$ cat src/rtl/kuwahara_rgb_filter_assert.svh
// Assertion macros shared by the filter RTL.
`ifndef KUWAHARA_RGB_FILTER_ASSERT_SVH
`define KUWAHARA_RGB_FILTER_ASSERT_SVH
// Implication checked every clock outside reset.
`define KWF_ASSERT_IMP(label, clk, rst_n, ante, cons) \
  label: assert property (@(posedge clk) disable iff (!rst_n) (ante) |-> (cons)) \
    else $error("assertion failed");
// Next-cycle implication checked every clock outside reset.
`define KWF_ASSERT_NXT(label, clk, rst_n, ante, cons) \
  label: assert property (@(posedge clk) disable iff (!rst_n) (ante) |=> (cons)) \
    else $error("assertion failed");
`endif

$ cat src/rtl/kwf_pkg.sv
// Package with payload types, codes and state encoding of the Kuwahara filter.
`default_nettype none
package kwf_pkg;
  // Line store size: columns per row and the largest quadrant reach
  localparam int unsigned StoreCols = 2048;
  localparam int unsigned RadiusMax = 7;

  typedef struct packed {
    logic [7:0] red_in;
    logic [7:0] green_in;
    logic [7:0] blue_in;
  } pix_in_t;

  typedef struct packed {
    logic [7:0]  red_out;
    logic [7:0]  green_out;
    logic [7:0]  blue_out;
    logic [10:0] out_col;
    logic [15:0] out_row;
    logic        last_of_run;
  } pix_out_t;

  typedef enum logic [1:0] {
    CFG_WIDTH  = 2'd0,
    CFG_HEIGHT = 2'd1,
    CFG_RADIUS = 2'd2
  } cfg_idx_e;

  typedef enum logic [3:0] {
    ST_IDLE, ST_WRITE, ST_NEXT, ST_QSETUP, ST_READ, ST_ACC,
    ST_SCORE, ST_MUL, ST_CMP, ST_DIV, ST_EMIT
  } state_e;
endpackage
`default_nettype wire

$ cat src/rtl/kwf_div.sv
// Restoring divider: unsigned 14-bit sum by 8-bit count, one quotient bit per cycle.
`default_nettype none
module kwf_div
  import kwf_pkg::*;
(
  input  wire logic        clk_i,
  input  wire logic        rst_ni,
  input  wire logic        start_i,
  input  wire logic [13:0] num_i,
  input  wire logic [7:0]  den_i,
  output logic             busy_o,
  output logic [7:0]       quo_o
);
  logic [3:0]  cnt_q, cnt_d;
  logic [13:0] num_q, num_d;
  logic [8:0]  rem_q, rem_d;
  logic [7:0]  den_q, den_d;
  logic [9:0]  trial;
  logic [8:0]  shifted;

  // Shift one numerator bit into the remainder and try a subtract
  always_comb begin
    cnt_d   = cnt_q;
    num_d   = num_q;
    rem_d   = rem_q;
    den_d   = den_q;
    shifted = {rem_q[7:0], num_q[13]};
    trial   = {1'b0, shifted} - {2'b0, den_q};
    if (start_i) begin
      cnt_d = 4'd14;
      num_d = num_i;
      rem_d = '0;
      den_d = den_i;
    end else if (cnt_q != 4'd0) begin
      cnt_d = cnt_q - 4'd1;
      num_d = {num_q[12:0], ~trial[9]};
      rem_d = trial[9] ? shifted : trial[8:0];
    end
  end

  always_ff @(posedge clk_i or negedge rst_ni) begin
    if (!rst_ni) begin
      cnt_q <= '0;
    end else begin
      cnt_q <= cnt_d;
    end
  end

  always_ff @(posedge clk_i) begin
    num_q <= num_d;
    rem_q <= rem_d;
    den_q <= den_d;
  end

  assign busy_o = (cnt_q != 4'd0);
  // Quotient fits 8 bits since the mean of 8-bit values never exceeds 255
  assign quo_o  = num_q[7:0];
endmodule
`default_nettype wire

$ cat config.mk
export PLATFORM = sky130hd
export DESIGN_NAME = kwf_div
export DESIGN_NICKNAME = d
export VERILOG_FILES = /design/src/rtl/kuwahara_rgb_filter_assert.svh /design/src/rtl/kwf_pkg.sv /design/src/rtl/kwf_div.sv
export SDC_FILE = /design/constraint.sdc
export NUM_CORES = 1
export LEC_CHECK = 0
export BUFFER_PORTS_ARGS = -buffer_cell sky130_fd_sc_hd__buf_2
export CAP_MARGIN = 5
export CORE_MARGIN = 10
export CORE_UTILIZATION = 59
export DETAILED_ROUTE_END_ITERATION = 10
export MAX_ROUTING_LAYER = met4
export PLACE_DENSITY = 0.87
export SLEW_MARGIN = 20
export SYNTH_ARGS = -nofsm -noshare
export SYNTH_HDL_FRONTEND = slang
export SYNTH_SLANG_ARGS = --single-unit
export TNS_END_PERCENT = 30
$ cat constraint.sdc
create_clock -name clk_i -period 4.35 [get_ports clk_i]
set_input_delay 0.2175 -clock clk_i [delete_from_list [all_inputs] [get_ports clk_i]]
set_output_delay 0.2175 -clock clk_i [all_outputs]
set_load 0.05 [all_outputs]
==> flow_summary.yaml, run 1 <==
status:
  run_status: "completed"
die:
  rows: 20
  start_util_pct: 61.1
  die_area_mm2: 0.00578
  ios: 34
  die_w_um: 76.0
  die_h_um: 76.0
  core_mm2: 0.00303
yosys:
  yosysUniqueCellTypes: 41
  synth_edf_count: 22
  synth-seq-cells: 34
  yosysWarnings: 0
  ys_seq_area_share_pct: 49.8
  synth_ff_type: "edfxtp_1"
  postSynthCellCount: 167
  synth_fp_nets: 203
  syn_area_per_cell_um2: 11.1
  async_reset_ff_share_pct: 11.8
  syn_area_mm2: 0.00185
timing:
  setup_viol_count_final: 0
  hold_ws_ns: 0.0495
  slew_headroom_pct: 54.8
  grt_setup_unrepaired: "no"
  min_period_ns: 2.59
  worst_slew_pin_slew_ns: 0.677
  hold_violations: 0
  setup_ws_ns: 1.76
  post-route-period-util_pct: 59.5
  fin_setup_tns_ns: 0
  slew_violations: 0
  fmax_ghz: 0.386
  clock_skew_ns: 0.0189
critical_path:
  critPathKind: "register to output pin"
  reg2regPathDepth: 5
  crit_arrival_ns: 2.37
  critPathMaxFanout: 17
  cp-start-kind: "register"
  cp.required_ns: 4.13
  crit_path_end_kind: "output pin"
finish:
  area_growth_pct: 10.8
  fin_util_pct: 67.7
  fin_area_mm2: 0.00205
  diodes: 0
  final_nets: 231
  drive_gt1_share_pct: 29.6
global_route:
  grt_pass1_vias: 1413
  grt_first_pass_wirelength_um: 6460
  antenna_found_initial: 0
  overflow: 0
  grt_max_degree: 28
  grt_usage_pct: 14.1
clock_network:
  clockRootBuffer: "clkbuf_4"
  cts_max_path_buffers: 2
  numClockSinks: 34
  cts_tree: "built"
  numCtsBuffers: 5
  clk_pin_slew_worst_paths_ns: 0.11
  htreeDepth: 2
  clk_latency_ns: 0.34
drt:
  routed_wl_um: 3860
  drc: 0
  post_drt_wl_per_cell_um: 16.1
  drtIter0Drc: 109
  antenna_left: 0
  viasPerCell: 5.53
  dr.pass1.iters: 4
  vias: 1328
min_path:
  hold_depth: 1
  worstHoldPathType: "input pin to register"
pwr:
  power_leakage_nw: 0.886
  power.density_mw_per_mm2: 364
  ir_worst_vdd_mv: 0.263
placement:
  place.gp.congestion: 0.786
  post-place-ws_ns: 2.02
  hpwl_um: 2880
  postPlaceCellArea_mm2: 0.00199
  place.port_buffers: 33
run:
  max_cap_viol_count: 0
-- metrics by stage --
step,power [mW],std cells
2_1_floorplan,0.546,167
3_3_place_gp,0.571,231
3_5_place_dp,0.585,231
4_1_cts,0.750,240
5_1_grt,0.786,240
6_report,0.746,240
-- power breakdown --
part / internal [mW] / total (mW) / switching (mW) / leakage, nW
combinational: 0.0747 / 0.187 / 0.112 / 0.524
clock: 0.0644 / 0.164 / 0.0997 / 0.0265
sequential: 0.376 / 0.395 / 0.0182 / 0.335
-- state kept, by name (all words and copies together) (netlist names) --
register and count:
rem_q 8, num_q 14, cnt_q 4, den_q 8
-- cell usage in the layout (no fill, tap or decap), drive strengths merged, types with 2 or more instances in the layout --
cell type   n
o21ai      11
nor3        3
nand2      12
a211o       2
clkbuf      8
o31ai       2
dfrtp       4
xnor2       3
edfxtp     22
mux2i       3
dfxtp       8
inv        15
nand2b      2
a21o        2
ha         10
nor2b       3
a31oi       3
nor2        9
mux2       13
or3         4
o211ai      2
buf        33
a21oi       9
-- kinds of logic (layout without fill, tap and decap cells) --
group | Yosys count | in the layout | synth area share (%)
DFF | 34 | 34 | 49.8
xor gates and xnor gates | 4 | 4 | 1.89
buffers and inverters | 28 | 57 | 7.37
adders and majority gates | 11 | 11 | 7.84
muxes | 16 | 16 | 9.53
and+or+nand+nor | 37 | 37 | 9.74
AOI/OAI and AO/OA | 37 | 37 | 13.9
-- cells in the mapped netlist, types with 2 or more instances --
cell type / count / area, um2
a211o_1: 2 / 17.5
a21o_1: 2 / 15.0
a21oi_1: 8 / 40.0
a31oi_1: 3 / 18.8
buf_4: 8 / 60.1
clkbuf_1: 4 / 15.0
dfrtp_1: 4 / 100
dfxtp_1: 8 / 160
edfxtp_1: 22 / 661
ha_1: 10 / 125
inv_1: 14 / 52.6
mux2_2: 13 / 146
mux2i_1: 3 / 30.0
nand2_1: 12 / 45.0
nand2b_1: 2 / 12.5
nor2_1: 9 / 33.8
nor2b_1: 3 / 18.8
nor3_1: 2 / 10.0
o211ai_1: 2 / 15.0
o21ai_0: 8 / 40.0
o21ai_1: 2 / 10.0
o31ai_1: 2 / 15.0
or3_1: 4 / 25.0
xnor2_1: 3 / 26.3
-- timing repair --
| action | in CTS | in global routing |
|---|---|---|
| gates resized for setup | 0 | 0 |
| hold endpoints to repair | 4 | 0 |
| buffers inserted | 0 | 0 |
| hold buffers | 1 | 0 |
-- routing by layer --
metal	vias to the layer above	global-route usage, %	wire length, um
met5	-	-	0
met4	0	7.95	92
met3	10	4.36	142
met2	34	23.1	2030
met1	638	14.8	1600
li1	646	-	-
-- final cells by class --
class,instances,area [um2]
Clock buffer,8,48.8
Timing Repair Buffer,34,175
Tap cell,44,55.1
Sequential cell,34,921
Fill cell,216,978
Inverter,15,56.3
Multi-Input combinational cell,105,793
-- worst max-delay path: stages (launching register included) --
cell	delay [ns]
dfrtp_1	0.39
inv_1	0.12
ha_1	0.18
nor2b_1	0.17
nor2b_1	0.58
inv_2	0.29
buf_2	0.29
-- final timing paths --
kind / start / end / slack [ns]
max in group asynchronous: rst_ni / cnt_q[1] / 4.01
min in group asynchronous: rst_ni / cnt_q[0] / 0.21
min: den_i[0] / den_q[0] / 0.05
min reg2reg: rem_q[2] / rem_q[3] / 0.48
max: cnt_q[0] / busy_o / 1.76
max reg2reg: cnt_q[0] / num_q[0] / 1.97
Power figures use the tool's default switching activity.
==> run 2: changes to the inputs <==
Settings changed: CORE_UTILIZATION 59 to 55, PLACE_DENSITY 0.87 to 0.82.
Clock period 4.35 ns to 2.6 ns, I/O delays scaled along.
==> run 2 against run 1 <==
Global-route usage shrank 0.28 points; count of clock-buffer cells in the layout down 2; sequential share of layout area shrank 2.2 points; combinational power grew 68%; die area is 5.3% higher; largest cell class unchanged; largest power group unchanged.
==> flow_summary.yaml, run 2 (synthesized netlist as in run 1, its figures left out) <==
timing:
  grt_setup_unrepaired: "no"
  post-route-period-util_pct: 80.9
  fin_setup_tns_ns: 0
  hold_ws_ns: 0.0450
  setup_viol_count_final: 0
  clock_skew_ns: 0.0106
  fmax_ghz: 0.476
  hold_violations: 0
  slew_violations: 0
  worst_slew_pin_slew_ns: 0.351
  min_period_ns: 2.10
  slew_headroom_pct: 76.6
critical_path:
  reg2regPathDepth: 7
  crit_path_end_kind: "output pin"
  critPathKind: "register to output pin"
  cpMostUsedCell: "nor2b_1"
  critPathMaxFanout: 17
  worstPathCellList: "inv_1 > ha_1 > nor2b_1 > nor2b_1 > buf_4 > inv_2 > buf_2"
  critPathSlowestCell: "dfrtp_1"
  crit_arrival_ns: 1.97
  cp-start-kind: "register"
  critPathMaxStageDelay_ns: 0.39
  cp.required_ns: 2.47
die:
  start_util_pct: 56.3
  rows: 21
  core_mm2: 0.00328
  die_area_mm2: 0.00608
  die_h_um: 78.0
  ios: 34
  die_w_um: 78.0
status:
  run_status: "completed"
drt:
  viasPerCell: 5.44
  post_drt_wl_per_cell_um: 14.4
  antenna_left: 0
  dr.pass1.iters: 4
  drtIter0Drc: 100
  drc: 0
  routed_wl_um: 3650
  vias: 1376
finish:
  largest_reg_flops: 14
  diodes: 0
  fin_util_pct: 65.6
  regMostFlops: "num_q"
  drive_gt1_share_pct: 30.0
  layout_commonest_cell: "buf_2"
  fin_area_mm2: 0.00216
  mostFrequentLayoutCells: "buf_2 (33), edfxtp_1 (22), inv_1 (14), mux2_2 (13), nand2_1 (12)"
  area_growth_pct: 16.5
  final_nets: 242
  largestRegisters: "num_q x14, den_q x8, rem_q x8"
clock_network:
  numCtsBuffers: 5
  clk_pin_slew_worst_paths_ns: 0.10
  cts_tree: "built"
  numClockSinks: 34
  htreeDepth: 2
  clockRootBuffer: "clkbuf_4"
  cts_max_path_buffers: 2
  clk_latency_ns: 0.34
min_path:
  hold_depth: 2
  worstHoldPathType: "input pin to register"
pwr:
  ir_worst_vdd_mv: 0.348
  power_leakage_nw: 0.937
  power.density_mw_per_mm2: 582
global_route:
  grt_usage_pct: 13.9
  grt_pass1_vias: 1475
  grt_max_degree: 23
  grt_first_pass_wirelength_um: 6580
  overflow: 0
  antenna_found_initial: 0
placement:
  hpwl_um: 2770
  place.gp.congestion: 0.872
  postPlaceCellArea_mm2: 0.00202
  place.port_buffers: 33
run:
  max_cap_viol_count: 0
[run 2: cell types whose count changed in the layout (fill, tap and decap cells not counted), sizes merged]
cell / before / now
buf: 33 / 36
clkbuf: 8 / 6
clkinv: 0 / 2
dlygate4sd3: 1 / 9
[run 2: final timing paths]
path / start / endpoint / slack [ns]
worst min register to register: rem_q[1] / rem_q[1] / 0.51
max in group asynchronous: rst_ni / cnt_q[1] / 2.38
worst max register to register: den_q[1] / rem_q[4] / 0.64
min in group asynchronous: rst_ni / cnt_q[2] / 0.10
worst max-delay path: cnt_q[1] / busy_o / 0.50
worst min-delay path: start_i / rem_q[1] / 0.04
[run 2: where the power goes]
part	switching (mW)	internal [mW]	total (mW)
logic	0.183	0.132	0.315
clock network	0.179	0.102	0.281
registers	0.0283	0.630	0.658
total	0.390	0.863	1.25
[run 2: cell type report]
| cell class | instances | area [um2] |
|---|---|---|
| clock inverter | 2 | 8.76 |
| fill | 260 | 1130 |
| timing repair buffer | 45 | 278 |
| multi-input combinational | 105 | 793 |
| inverter | 15 | 56.3 |
| sequential | 34 | 921 |
| tap | 46 | 57.6 |
| clock buffer | 6 | 41.3 |
[run 2: metal layers]
layer  routed length (um)  vias to the layer above  share of wire (%)  GRT usage [%]
met5                    0                        -                  0              -
met4                  104                        0                2.9           8.42
met3                  213                       12                5.8           3.69
met2                 1820                       49                 50           22.0
met1                 1510                      645                 41           15.3
li1                     -                      670                  -              -
[run 2: worst max-delay path: cells and delay by family, from the launching register on]
kind	cells	cell delay, ns
DFF	1	0.39
adders and majority gates	1	0.19
buffers and inverters	4	0.78
and+or+nand+nor	2	0.27
[run 2: what timing repair did]
| action | CTS | global route |
|---|---|---|
| gates resized for setup | 0 | 0 |
| setup buffers | 0 | 0 |
| endpoints found under the hold margin | 12 | 0 |
| hold buffers | 9 | 0 |
[run 2: stage by stage]
step / setup slack, ns / std cells / total power [mW]
finish: 0.498 / 253 / 1.25
global route: 0.354 / 253 / 1.33
CTS: 0.481 / 253 / 1.26
detailed placement: 0.639 / 236 / 0.974
global placement: 0.719 / 236 / 0.958
floorplan: 0.499 / 167 / 0.913
